**src/rtl/csa_pkg.sv**
```systemverilog
// Shared types and constants for the contiguous segment allocator.
// No dependencies; used by csa_table, csa_engine and the top level.
`default_nettype none
package csa_pkg;
    localparam int MAX_SEGMENTS = 32;
    localparam int ADDR_BITS    = 24;
    localparam int TB           = $clog2(MAX_SEGMENTS);
    localparam int CB           = $clog2(MAX_SEGMENTS + 1);
    localparam logic [ADDR_BITS-1:0] TOTAL_RESET = ADDR_BITS'(1048576);

    localparam logic [2:0] OP_FIRST   = 3'd0;
    localparam logic [2:0] OP_BEST    = 3'd1;
    localparam logic [2:0] OP_WORST   = 3'd2;
    localparam logic [2:0] OP_RELEASE = 3'd3;
    localparam logic [2:0] OP_COMPACT = 3'd4;
    localparam logic [2:0] OP_DUMP    = 3'd5;

    localparam logic [2:0] ST_OK      = 3'd0;
    localparam logic [2:0] ST_NOMEM   = 3'd1;
    localparam logic [2:0] ST_NOOWNER = 3'd2;
    localparam logic [2:0] ST_FULL    = 3'd3;
    localparam logic [2:0] ST_ZERO    = 3'd4;

    typedef struct packed {
        logic [7:0]           owner;
        logic [ADDR_BITS-1:0] size;
    } seg_t;

    typedef struct packed {
        logic          en;
        logic [TB-1:0] addr;
        seg_t          data;
    } tbl_wr_t;
endpackage
`default_nettype wire

```
**src/rtl/csa_table.sv**
```systemverilog
// Segment table storage: one write port, one read port with registered data.
// Depends on csa_pkg.
`default_nettype none
module csa_table (
    input  wire logic                clk,
    input  wire csa_pkg::tbl_wr_t    wr,
    input  wire logic [csa_pkg::TB-1:0] rd_addr,
    output csa_pkg::seg_t            rd_data
);
    csa_pkg::seg_t mem [csa_pkg::MAX_SEGMENTS];
    csa_pkg::seg_t rd_data_reg;

    // write and registered read
    always_ff @(posedge clk)
    begin
        if (wr.en)
        begin
            mem[wr.addr] <= wr.data;
        end
        rd_data_reg <= mem[rd_addr];
    end

    assign rd_data = rd_data_reg;
endmodule
`default_nettype wire

```
**src/rtl/csa_engine.sv**
```systemverilog
// Sequencer for the segment table: scans, shifts, merges and packs entries
// one per step; a shared adder keeps the running base. Depends on csa_pkg and csa_table.
`default_nettype none
module csa_engine (
    input  wire logic                          clk,
    input  wire logic                          rst_n,
    input  wire logic                          cfg_init,
    input  wire logic [csa_pkg::ADDR_BITS-1:0] total_size,
    input  wire logic                          in_valid,
    output logic                               in_stall,
    input  wire logic [2:0]                    opcode,
    input  wire logic [7:0]                    owner_id,
    input  wire logic [csa_pkg::ADDR_BITS-1:0] request_size,
    output logic                               out_valid,
    input  wire logic                          out_stall,
    output logic [2:0]                         status,
    output logic [csa_pkg::ADDR_BITS-1:0]      base_address,
    output logic [csa_pkg::ADDR_BITS-1:0]      segment_size,
    output logic [7:0]                         segment_owner,
    output logic                               last
);
    localparam int TB = csa_pkg::TB;
    localparam int CB = csa_pkg::CB;
    localparam int AB = csa_pkg::ADDR_BITS;

    typedef enum logic [4:0] {
        S_IDLE, S_EMIT,
        S_A_RD, S_A_EV, S_A_DEC, S_A_SH_RD, S_A_SH_WR, S_A_SPLIT, S_A_FIN,
        S_R_RD, S_R_EV, S_M_RD, S_M_EV, S_M_FIN,
        S_C_RD, S_C_EV, S_C_FIN,
        S_D_RD, S_D_EV
    } state_t;

    state_t            state_reg, state_next;
    logic              init_pend_reg, init_pend_next;
    logic [2:0]        op_reg, op_next;
    logic [7:0]        id_reg, id_next;
    logic [AB-1:0]     req_reg, req_next;
    logic [TB-1:0]     idx_reg, idx_next;
    logic [CB-1:0]     count_reg, count_next;
    logic [CB-1:0]     n_reg, n_next;
    logic [AB-1:0]     base_reg, base_next;
    logic [AB-1:0]     acc_reg, acc_next;
    logic              found_reg, found_next;
    logic [TB-1:0]     pick_reg, pick_next;
    logic [AB-1:0]     pick_size_reg, pick_size_next;
    logic [AB-1:0]     pick_base_reg, pick_base_next;
    logic [7:0]        pend_own_reg, pend_own_next;
    logic [TB-1:0]     widx_reg, widx_next;
    logic [2:0]        res_status_reg, res_status_next;
    logic [AB-1:0]     res_base_reg, res_base_next;
    logic [AB-1:0]     res_size_reg, res_size_next;
    logic [7:0]        res_owner_reg, res_owner_next;
    logic              res_last_reg, res_last_next;
    logic              out_valid_reg, out_valid_next;
    logic [2:0]        status_reg, status_next;
    logic [AB-1:0]     base_out_reg, base_out_next;
    logic [AB-1:0]     size_out_reg, size_out_next;
    logic [7:0]        owner_out_reg, owner_out_next;
    logic              last_reg, last_next;

    csa_pkg::tbl_wr_t  wr;
    logic [TB-1:0]     rd_addr;
    csa_pkg::seg_t     rd_data;
    logic              at_end;
    logic              out_free;
    logic              fit;
    logic [7:0]        eown;
    logic [AB-1:0]     sum;

    csa_table u_table (
        .clk     (clk),
        .wr      (wr),
        .rd_addr (rd_addr),
        .rd_data (rd_data)
    );

    assign at_end   = (({1'b0, idx_reg} + CB'(1)) == count_reg);
    assign out_free = !out_valid_reg || !out_stall;
    assign fit      = (rd_data.owner == 8'd0) && (rd_data.size >= req_reg);
    assign eown     = (idx_reg == pick_reg) ? 8'd0 : rd_data.owner;
    // shared adder: running base for scans and dumps
    assign sum      = base_reg + rd_data.size;

    always_comb
    begin
        state_next      = state_reg;
        init_pend_next  = init_pend_reg || cfg_init;
        op_next         = op_reg;
        id_next         = id_reg;
        req_next        = req_reg;
        idx_next        = idx_reg;
        count_next      = count_reg;
        n_next          = n_reg;
        base_next       = base_reg;
        acc_next        = acc_reg;
        found_next      = found_reg;
        pick_next       = pick_reg;
        pick_size_next  = pick_size_reg;
        pick_base_next  = pick_base_reg;
        pend_own_next   = pend_own_reg;
        widx_next       = widx_reg;
        res_status_next = res_status_reg;
        res_base_next   = res_base_reg;
        res_size_next   = res_size_reg;
        res_owner_next  = res_owner_reg;
        res_last_next   = res_last_reg;
        out_valid_next  = out_valid_reg && out_stall;
        status_next     = status_reg;
        base_out_next   = base_out_reg;
        size_out_next   = size_out_reg;
        owner_out_next  = owner_out_reg;
        last_next       = last_reg;
        wr              = '0;
        rd_addr         = idx_reg;
        in_stall        = 1'b1;

        case (state_reg)
            S_IDLE:
            begin
                in_stall        = init_pend_reg || cfg_init;
                res_status_next = csa_pkg::ST_OK;
                res_base_next   = '0;
                res_size_next   = '0;
                res_owner_next  = '0;
                res_last_next   = 1'b1;
                idx_next        = '0;
                n_next          = '0;
                base_next       = '0;
                acc_next        = '0;
                found_next      = 1'b0;
                if (init_pend_reg)
                begin
                    // reinitialise to one free segment
                    wr.en          = 1'b1;
                    wr.addr        = '0;
                    wr.data.owner  = '0;
                    wr.data.size   = total_size;
                    count_next     = CB'(1);
                    init_pend_next = cfg_init;
                end
                else if (in_valid && !cfg_init)
                begin
                    op_next  = opcode;
                    id_next  = owner_id;
                    req_next = request_size;
                    case (opcode)
                        csa_pkg::OP_FIRST, csa_pkg::OP_BEST, csa_pkg::OP_WORST:
                        begin
                            if (request_size == '0)
                            begin
                                res_status_next = csa_pkg::ST_ZERO;
                                state_next      = S_EMIT;
                            end
                            else if (owner_id == 8'd0)
                            begin
                                res_status_next = csa_pkg::ST_NOOWNER;
                                state_next      = S_EMIT;
                            end
                            else
                            begin
                                state_next = S_A_RD;
                            end
                        end
                        csa_pkg::OP_RELEASE: state_next = S_R_RD;
                        csa_pkg::OP_COMPACT: state_next = S_C_RD;
                        csa_pkg::OP_DUMP:    state_next = S_D_RD;
                        default:             state_next = S_EMIT;
                    endcase
                end
            end

            // hand a result to the output register
            S_EMIT:
            begin
                if (out_free)
                begin
                    out_valid_next = 1'b1;
                    status_next    = res_status_reg;
                    base_out_next  = res_base_reg;
                    size_out_next  = res_size_reg;
                    owner_out_next = res_owner_reg;
                    last_next      = res_last_reg;
                    if (res_last_reg)
                    begin
                        state_next = S_IDLE;
                    end
                    else
                    begin
                        idx_next   = idx_reg + TB'(1);
                        state_next = S_D_RD;
                    end
                end
            end

            // allocation: scan for a fitting free segment
            S_A_RD: state_next = S_A_EV;
            S_A_EV:
            begin
                base_next = sum;
                if (fit && (!found_reg
                    || (op_reg == csa_pkg::OP_BEST && rd_data.size < pick_size_reg)
                    || (op_reg == csa_pkg::OP_WORST && rd_data.size > pick_size_reg)))
                begin
                    found_next     = 1'b1;
                    pick_next      = idx_reg;
                    pick_size_next = rd_data.size;
                    pick_base_next = base_reg;
                end
                if (at_end || (fit && op_reg == csa_pkg::OP_FIRST))
                begin
                    state_next = S_A_DEC;
                end
                else
                begin
                    idx_next   = idx_reg + TB'(1);
                    state_next = S_A_RD;
                end
            end
            S_A_DEC:
            begin
                res_owner_next = id_reg;
                res_base_next  = pick_base_reg;
                res_size_next  = req_reg;
                if (!found_reg)
                begin
                    res_status_next = csa_pkg::ST_NOMEM;
                    res_owner_next  = '0;
                    res_base_next   = '0;
                    res_size_next   = '0;
                    state_next      = S_EMIT;
                end
                else if (pick_size_reg > req_reg)
                begin
                    if (count_reg == CB'(csa_pkg::MAX_SEGMENTS))
                    begin
                        res_status_next = csa_pkg::ST_FULL;
                        res_owner_next  = '0;
                        res_base_next   = '0;
                        res_size_next   = '0;
                        state_next      = S_EMIT;
                    end
                    else if (count_reg > ({1'b0, pick_reg} + CB'(1)))
                    begin
                        widx_next  = count_reg[TB-1:0];
                        state_next = S_A_SH_RD;
                    end
                    else
                    begin
                        state_next = S_A_SPLIT;
                    end
                end
                else
                begin
                    wr.en         = 1'b1;
                    wr.addr       = pick_reg;
                    wr.data.owner = id_reg;
                    wr.data.size  = req_reg;
                    state_next    = S_EMIT;
                end
            end
            // shift the tail up by one entry
            S_A_SH_RD:
            begin
                rd_addr    = widx_reg - TB'(1);
                state_next = S_A_SH_WR;
            end
            S_A_SH_WR:
            begin
                wr.en     = 1'b1;
                wr.addr   = widx_reg;
                wr.data   = rd_data;
                widx_next = widx_reg - TB'(1);
                if ((widx_reg - TB'(1)) == (pick_reg + TB'(1)))
                begin
                    state_next = S_A_SPLIT;
                end
                else
                begin
                    state_next = S_A_SH_RD;
                end
            end
            S_A_SPLIT:
            begin
                wr.en         = 1'b1;
                wr.addr       = pick_reg + TB'(1);
                wr.data.owner = '0;
                wr.data.size  = pick_size_reg - req_reg;
                state_next    = S_A_FIN;
            end
            S_A_FIN:
            begin
                wr.en         = 1'b1;
                wr.addr       = pick_reg;
                wr.data.owner = id_reg;
                wr.data.size  = req_reg;
                count_next    = count_reg + CB'(1);
                state_next    = S_EMIT;
            end

            // release: find the first segment of the owner
            S_R_RD: state_next = S_R_EV;
            S_R_EV:
            begin
                base_next = sum;
                if (id_reg != 8'd0 && rd_data.owner == id_reg)
                begin
                    pick_next      = idx_reg;
                    res_base_next  = base_reg;
                    res_size_next  = rd_data.size;
                    res_owner_next = id_reg;
                    idx_next       = '0;
                    state_next     = S_M_RD;
                end
                else if (at_end)
                begin
                    res_status_next = csa_pkg::ST_NOOWNER;
                    state_next      = S_EMIT;
                end
                else
                begin
                    idx_next   = idx_reg + TB'(1);
                    state_next = S_R_RD;
                end
            end
            // merge pass: fold neighbouring free entries into a pending one
            S_M_RD: state_next = S_M_EV;
            S_M_EV:
            begin
                if (idx_reg != '0 && pend_own_reg == 8'd0 && eown == 8'd0)
                begin
                    acc_next = acc_reg + rd_data.size;
                end
                else
                begin
                    if (idx_reg != '0)
                    begin
                        wr.en         = 1'b1;
                        wr.addr       = n_reg[TB-1:0];
                        wr.data.owner = pend_own_reg;
                        wr.data.size  = acc_reg;
                        n_next        = n_reg + CB'(1);
                    end
                    pend_own_next = eown;
                    acc_next      = rd_data.size;
                end
                if (at_end)
                begin
                    state_next = S_M_FIN;
                end
                else
                begin
                    idx_next   = idx_reg + TB'(1);
                    state_next = S_M_RD;
                end
            end
            S_M_FIN:
            begin
                wr.en         = 1'b1;
                wr.addr       = n_reg[TB-1:0];
                wr.data.owner = pend_own_reg;
                wr.data.size  = acc_reg;
                count_next    = n_reg + CB'(1);
                state_next    = S_EMIT;
            end

            // compact: pack owned entries, sum free space
            S_C_RD: state_next = S_C_EV;
            S_C_EV:
            begin
                if (rd_data.owner == 8'd0)
                begin
                    acc_next = acc_reg + rd_data.size;
                end
                else
                begin
                    wr.en     = 1'b1;
                    wr.addr   = n_reg[TB-1:0];
                    wr.data   = rd_data;
                    n_next    = n_reg + CB'(1);
                    base_next = sum;
                end
                if (at_end)
                begin
                    state_next = S_C_FIN;
                end
                else
                begin
                    idx_next   = idx_reg + TB'(1);
                    state_next = S_C_RD;
                end
            end
            S_C_FIN:
            begin
                res_base_next = base_reg;
                res_size_next = acc_reg;
                count_next    = n_reg;
                if (acc_reg != '0 || n_reg == '0)
                begin
                    wr.en         = 1'b1;
                    wr.addr       = n_reg[TB-1:0];
                    wr.data.owner = '0;
                    wr.data.size  = acc_reg;
                    count_next    = n_reg + CB'(1);
                end
                state_next = S_EMIT;
            end

            // status dump: one item per entry
            S_D_RD: state_next = S_D_EV;
            S_D_EV:
            begin
                res_status_next = csa_pkg::ST_OK;
                res_base_next   = base_reg;
                res_size_next   = rd_data.size;
                res_owner_next  = rd_data.owner;
                res_last_next   = at_end;
                base_next       = sum;
                state_next      = S_EMIT;
            end

            default: state_next = S_IDLE;
        endcase
    end

    // state and registered outputs
    always_ff @(posedge clk or negedge rst_n)
    begin
        if (!rst_n)
        begin
            state_reg     <= S_IDLE;
            init_pend_reg <= 1'b1;
            count_reg     <= CB'(1);
            out_valid_reg <= 1'b0;
        end
        else
        begin
            state_reg     <= state_next;
            init_pend_reg <= init_pend_next;
            count_reg     <= count_next;
            out_valid_reg <= out_valid_next;
        end
    end

    // payload registers
    always_ff @(posedge clk)
    begin
        op_reg         <= op_next;
        id_reg         <= id_next;
        req_reg        <= req_next;
        idx_reg        <= idx_next;
        n_reg          <= n_next;
        base_reg       <= base_next;
        acc_reg        <= acc_next;
        found_reg      <= found_next;
        pick_reg       <= pick_next;
        pick_size_reg  <= pick_size_next;
        pick_base_reg  <= pick_base_next;
        pend_own_reg   <= pend_own_next;
        widx_reg       <= widx_next;
        res_status_reg <= res_status_next;
        res_base_reg   <= res_base_next;
        res_size_reg   <= res_size_next;
        res_owner_reg  <= res_owner_next;
        res_last_reg   <= res_last_next;
        status_reg     <= status_next;
        base_out_reg   <= base_out_next;
        size_out_reg   <= size_out_next;
        owner_out_reg  <= owner_out_next;
        last_reg       <= last_next;
    end

    assign out_valid     = out_valid_reg;
    assign status        = status_reg;
    assign base_address  = base_out_reg;
    assign segment_size  = size_out_reg;
    assign segment_owner = owner_out_reg;
    assign last          = last_reg;

    a_count_range: assert property (@(posedge clk) disable iff (!rst_n)
        !init_pend_reg |-> (count_reg != '0 && count_reg <= CB'(csa_pkg::MAX_SEGMENTS)))
        else $error("segment count out of range");

    a_write_in_table: assert property (@(posedge clk) disable iff (!rst_n)
        wr.en |-> ({1'b0, wr.addr} <= count_reg))
        else $error("table write beyond the live entries");

    a_dump_busy: assert property (@(posedge clk) disable iff (!rst_n)
        (out_valid_reg && !out_stall && !last_reg) |-> (state_reg != S_IDLE))
        else $error("idle while a dump is unfinished");

    a_no_accept_busy: assert property (@(posedge clk) disable iff (!rst_n)
        (state_reg != S_IDLE) |-> in_stall)
        else $error("item accepted while busy");
endmodule
`default_nettype wire

```
**src/rtl/contiguous_segment_allocator_unit.sv**
```systemverilog
// Contiguous segment allocator: APB register file and item channels.
// Depends on csa_pkg and csa_engine.
//
// Usage: an item (opcode, owner_id, request_size) is taken when in_valid is
// high and in_stall low. Allocation (first, best, worst fit), release and
// compact give one result item; a status dump gives one item per segment,
// last marks the final one. Results leave through an output register on
// out_valid/out_stall, and the next item may be taken while a result waits.
// Each item is worked by one sequencer over the segment table memory, one
// entry at a time (read, then evaluate; scans keep the running base in a
// shared adder). While out_stall holds, the engine waits at its next
// result. Reset sets total_size to 1048576 and the table is set to one free
// segment in the cycle after reset; writing total_size does the same once
// the engine is idle. Items are not taken from that write until the table
// is set.
`default_nettype none
module contiguous_segment_allocator_unit (
    input  wire logic                          clk,
    input  wire logic                          rst_n,
    input  wire logic                          psel,
    input  wire logic                          penable,
    input  wire logic                          pwrite,
    input  wire logic [2:0]                    paddr,
    input  wire logic [31:0]                   pwdata,
    output logic [31:0]                        prdata,
    output logic                               pready,
    input  wire logic                          in_valid,
    output logic                               in_stall,
    input  wire logic [2:0]                    opcode,
    input  wire logic [7:0]                    owner_id,
    input  wire logic [csa_pkg::ADDR_BITS-1:0] request_size,
    output logic                               out_valid,
    input  wire logic                          out_stall,
    output logic [2:0]                         status,
    output logic [csa_pkg::ADDR_BITS-1:0]      base_address,
    output logic [csa_pkg::ADDR_BITS-1:0]      segment_size,
    output logic [7:0]                         segment_owner,
    output logic                               last
);
    logic [csa_pkg::ADDR_BITS-1:0] total_reg;
    logic                          cfg_wr;

    // decode a write to the size register
    assign pready = 1'b1;
    assign cfg_wr = psel && penable && pwrite && (paddr[2] == 1'b0);
    assign prdata = (paddr[2] == 1'b0) ? 32'(total_reg) : 32'd0;

    always_ff @(posedge clk or negedge rst_n)
    begin
        if (!rst_n)
        begin
            total_reg <= csa_pkg::TOTAL_RESET;
        end
        else if (cfg_wr)
        begin
            total_reg <= pwdata[csa_pkg::ADDR_BITS-1:0];
        end
    end

    csa_engine u_engine (
        .clk           (clk),
        .rst_n         (rst_n),
        .cfg_init      (cfg_wr),
        .total_size    (total_reg),
        .in_valid      (in_valid),
        .in_stall      (in_stall),
        .opcode        (opcode),
        .owner_id      (owner_id),
        .request_size  (request_size),
        .out_valid     (out_valid),
        .out_stall     (out_stall),
        .status        (status),
        .base_address  (base_address),
        .segment_size  (segment_size),
        .segment_owner (segment_owner),
        .last          (last)
    );
endmodule
`default_nettype wire
```
**config.mk**
```make
export PLATFORM = sky130hd
export DESIGN_NAME = contiguous_segment_allocator_unit
export DESIGN_NICKNAME = d
export VERILOG_FILES = /design/src/rtl/csa_pkg.sv /design/src/rtl/csa_table.sv /design/src/rtl/csa_engine.sv /design/src/rtl/contiguous_segment_allocator_unit.sv
export SDC_FILE = /design/constraint.sdc
export NUM_CORES = 2
export LEC_CHECK = 0
export ABC_AREA = 1
export BUFFER_PORTS_ARGS = -buffer_cell sky130_fd_sc_hd__buf_2
export CELL_PAD_IN_SITES_DETAIL_PLACEMENT = 1
export CELL_PAD_IN_SITES_GLOBAL_PLACEMENT = 1
export CORE_AREA = 2 2 374 376
export CTS_BUF_LIST = sky130_fd_sc_hd__clkbuf_4 sky130_fd_sc_hd__clkbuf_8 sky130_fd_sc_hd__clkbuf_16
export CTS_CLUSTER_SIZE = 40
export DETAILED_ROUTE_END_ITERATION = 12
export DIE_AREA = 0 0 376 378
export GPL_TIMING_DRIVEN = 0
export HOLD_SLACK_MARGIN = 0.15
export PLACE_DENSITY = 0.75
export SLEW_MARGIN = 20
export SYNTH_ARGS = -nofsm -noshare
export SYNTH_HDL_FRONTEND = slang
export SYNTH_SLANG_ARGS = --single-unit
```
**constraint.sdc**
```tcl
create_clock -name clk -period 4.5 [get_ports clk]
set_clock_uncertainty 0.05 [all_clocks]
set_input_delay 0.45 -clock clk [delete_from_list [all_inputs] [get_ports clk]]
set_output_delay 0.45 -clock clk [all_outputs]
set_load 0.02 [all_outputs]
```
==> key figures <==
STA
  – Setup violators final: 0
  – Worst-Margin Slew: 1.263 ns
  – Tmin final: 4.497 ns
  – F_max: 222.4 MHz
  – Final Hold Fails: 0
  – Final Cycle Share: 0.9994
  – Headroom to the max-slew limit: 0.1581
  – Max Slew Vio Count: 0

Logic synthesis
  – Post-synth EDFFs: about 1300
  – Most frequent cell after synthesis: nand2_1
  – Seq/Total Area, Yosys: 0.6601
  – Yosys warns: 0
  – Yosys reg bits: approximately 1400
  – Average size of a mapped cell: between 10 and 15 um^2
  – Predominant post-synthesis flop cell: edfxtp_1
  – Top-area cell type share of the netlist area: 0.6347
  – Ys async rst share: 0.02693
  – Synth area leader: edfxtp_1
  – Synthesized area: about 0.06 mm^2
  – Top cells by count, synth: nand2_1, edfxtp_1, nor2_1, o21ai_0, nand3_1
  – Post-synthesis instance total: 5755
  – Synth area leaders: edfxtp_1, nand2_1, nor2_1
  – Library cells used by synthesis: 58

Min path
  – Hold_sp: in_valid
  – Hold Path Sink: u_engine.req_reg[14]
  – WHS Path Cells: 3
  – Worst min path class: in -> reg

Job
  – Max_cap viols: 0

Final layout
  – Layout Cell Area excl Fill: 0.07339 mm^2
  – Nets: 6519
  – Post-layout util: 0.5299
  – Area delta synth->final: 18.86%
  – Fill count: approximately 15000
  – Layout cells sized above 1: 0.1362
  – Max reg flops: about 1000

Clock network
  – Root Buffer: clkbuf_16
  – Clk_lat worst skew: 0.80 ns
  – CTS tree: done
  – H-tree depth: 4
  – Clock Path Buffers: 3
  – CTS Sinks: 1374
  – Reg clk slew, reported paths: around 0.070 ns
  – CTS buffer count: about 150

Critical path
  – Worst R2R Start: u_engine.req_reg[16]
  – Setup crit start: u_engine.req_reg[16]
  – Arrival time worst endpoint: 4.92 ns
  – Largest fanout on the critical path: 10
  – R2R setup slack: about 0.0027 ns
  – Reg-to-reg endpoint: u_engine.u_table.mem[7][23]
  – R2r worst-path depth: 17
  – WS Path Type: reg -> reg
  – Crit path required time: approximately 4.9 ns
  – Worst Setup Start Kind: register
  – CP Capture Type: register

Power and ir drop
  – VDD IR-drop max: 0.3231 mV
  – Leakage Power: 28.85 nW
  – PwrDens: between 700 and 800 mW/mm^2

Place
  – Area post-placement: about 0.067 mm^2
  – Port bufs: ~150
  – HPWL after detailed placement: 163700 um
  – Placer congestion estimate: about 0.97

Die
  – Core box area: about 0.14 mm^2
  – Die width: 376 um
  – Row count: around 140
  – Initial Util: 0.4458
  – I/O pins: ~170
  – Die ar.: around 0.14 mm^2
  – DIE HEIGHT: 378 um

Drt
  – Final ANT Viol Nets: 0
  – Drt via density: between 5 and 6
  – Drt initial violations: roughly 6300
  – Drt pass-1 iters: 6
  – Final wirelength: around 230000 um
  – Via count: about 50000
  – # DRC: 0
  – DR WL/cell: roughly 28 um

Global routing
  – Initial antenna violation count: 12
  – Largest net degree at the start of global routing: 38
  – Vias in the first global route: around 50000
  – First-pass GRT wire length: 333700 um
  – GR Util All Layers: 0.3219
  – Global route overflow: 0

Run status
  – Status: complete, no violations
==> cells by family (layout without fill, tap and decap cells) <==
logic type,Yosys count,after routing,share of synthesized area
compound gates,913,913,0.09029
xor+xnor,47,47,0.006667
fa+ha+maj,136,136,0.02792
buf+inv,581,1245,0.03986
flops,1374,1374,0.6601
other cells,2,12,0.0001216
simple gates,2702,2702,0.1751
==> layer usage <==
metal / routed length, um / GRT usage / vias to the layer above
met4: 11130 / 0.1472 / 4
li1: - / - / 21216
met2: 105500 / 0.4994 / 2658
met5: 34 / 0 / -
met3: 22670 / 0.06590 / 568
met1: 93230 / 0.4368 / 24768
==> power breakdown <==
group	switching [W]	total, W	internal [W]
logic	0.0172	0.0234	0.00623
registers	0.00146	0.0186	0.0172
clock network	0.00526	0.0127	0.00744
total	0.0239	0.0548	0.0309
==> through the flow <==
| stage | worst slack, ns | hold WS (ns) | TNS, ns | total power (W) | instances |
|---|---|---|---|---|---|
| floorplan | 0.4758 | 0.1044 | 0 | 0.03068 | 5762 |
| global placement | -2.981 | 0.3539 | -2692.01 | 0.03927 | 7720 |
| detailed placement | -0.2269 | 0.3556 | -37.96 | 0.04112 | 7828 |
| CTS | 0.01245 | 0.1668 | 0 | 0.05404 | 8194 |
| global route | -0.07004 | 0.2475 | -2.645 | 0.05697 | 8234 |
| finish | 0.002689 | 0.2220 | 0 | 0.05476 | 8236 |
==> placed cells by master (no fill, tap or decap), drive strengths merged, types with 5 or more instances in the layout <==
cell type and n:
nor4 6, o31ai 10, nor2 498, buf 528
nand4 43, conb 9, clkinv 53, ha 133
o211ai 238, o21bai 13, a31oi 6, dlygate4sd3 63
clkbuf 270, a21o 17, dfxtp 32, o21ai 371
a22oi 27, dfrtp 34, o2111ai 12, xnor2 18
a221oi 5, edfxtp 1305, a21oi 146, nand3 300
o221ai 15, o22ai 35, xor2 29, inv 311
bufinv 17, or2 17, nor3 22, nand2 1807
==> worst max path at each step <==
stage	to	slack [ns]	depth (start not counted)
detailed placement	u_engine.u_table.mem[3][12]	-0.23	17
CTS	u_engine.u_table.mem[13][8]	0.01	17
global placement	u_engine.u_table.mem[8][5]	-2.98	14
floorplan	u_engine.base_address[0]	0.48	5
finish	u_engine.u_table.mem[7][23]	0.003	17
global route	u_engine.u_table.mem[7][26]	-0.07	17
==> critical path, stage by stage (launching register included) <==
cell      delay (ns)
edfxtp_1        0.60
inv_1           0.21
ha_1            0.41
nand2_1         0.09
nor2_1          0.18
nand2_1         0.11
nor2_1          0.17
nand2_1         0.07
nand3_1         0.11
nand2_2         0.23
nand2_2         0.26
nand2_2         0.13
nand2_1         0.11
inv_1           0.05
nor2_2          0.22
nand3_2         0.43
nor2_4          0.37
buf_4           0.30
==> cell type report <==
cell class	count	area, um^2	share of cell area
buffer	273	1303	0.01775
inverter	308	1165	0.01587
timing repair buffer	397	3824	0.05210
multi-input combinational	3807	19080	0.2600
antenna	3	7.507	0.0001023
clock inverter	76	883.3	0.01204
sequential	1374	40760	0.5554
tap	1807	2261	0.03081
clock buffer	191	4110	0.05600
==> what timing repair did <==
action / in CTS / in global routing
resized for setup: 0 / 7
gates cloned: 0 / 0
setup endpoints to repair: 326 / 739
hold buffers: 63 / 0
pin swaps: 16 / 17
endpoints found under the hold margin: 98 / 0
buffers inserted: 36 / 39
(Power assumes the default switching activity.)
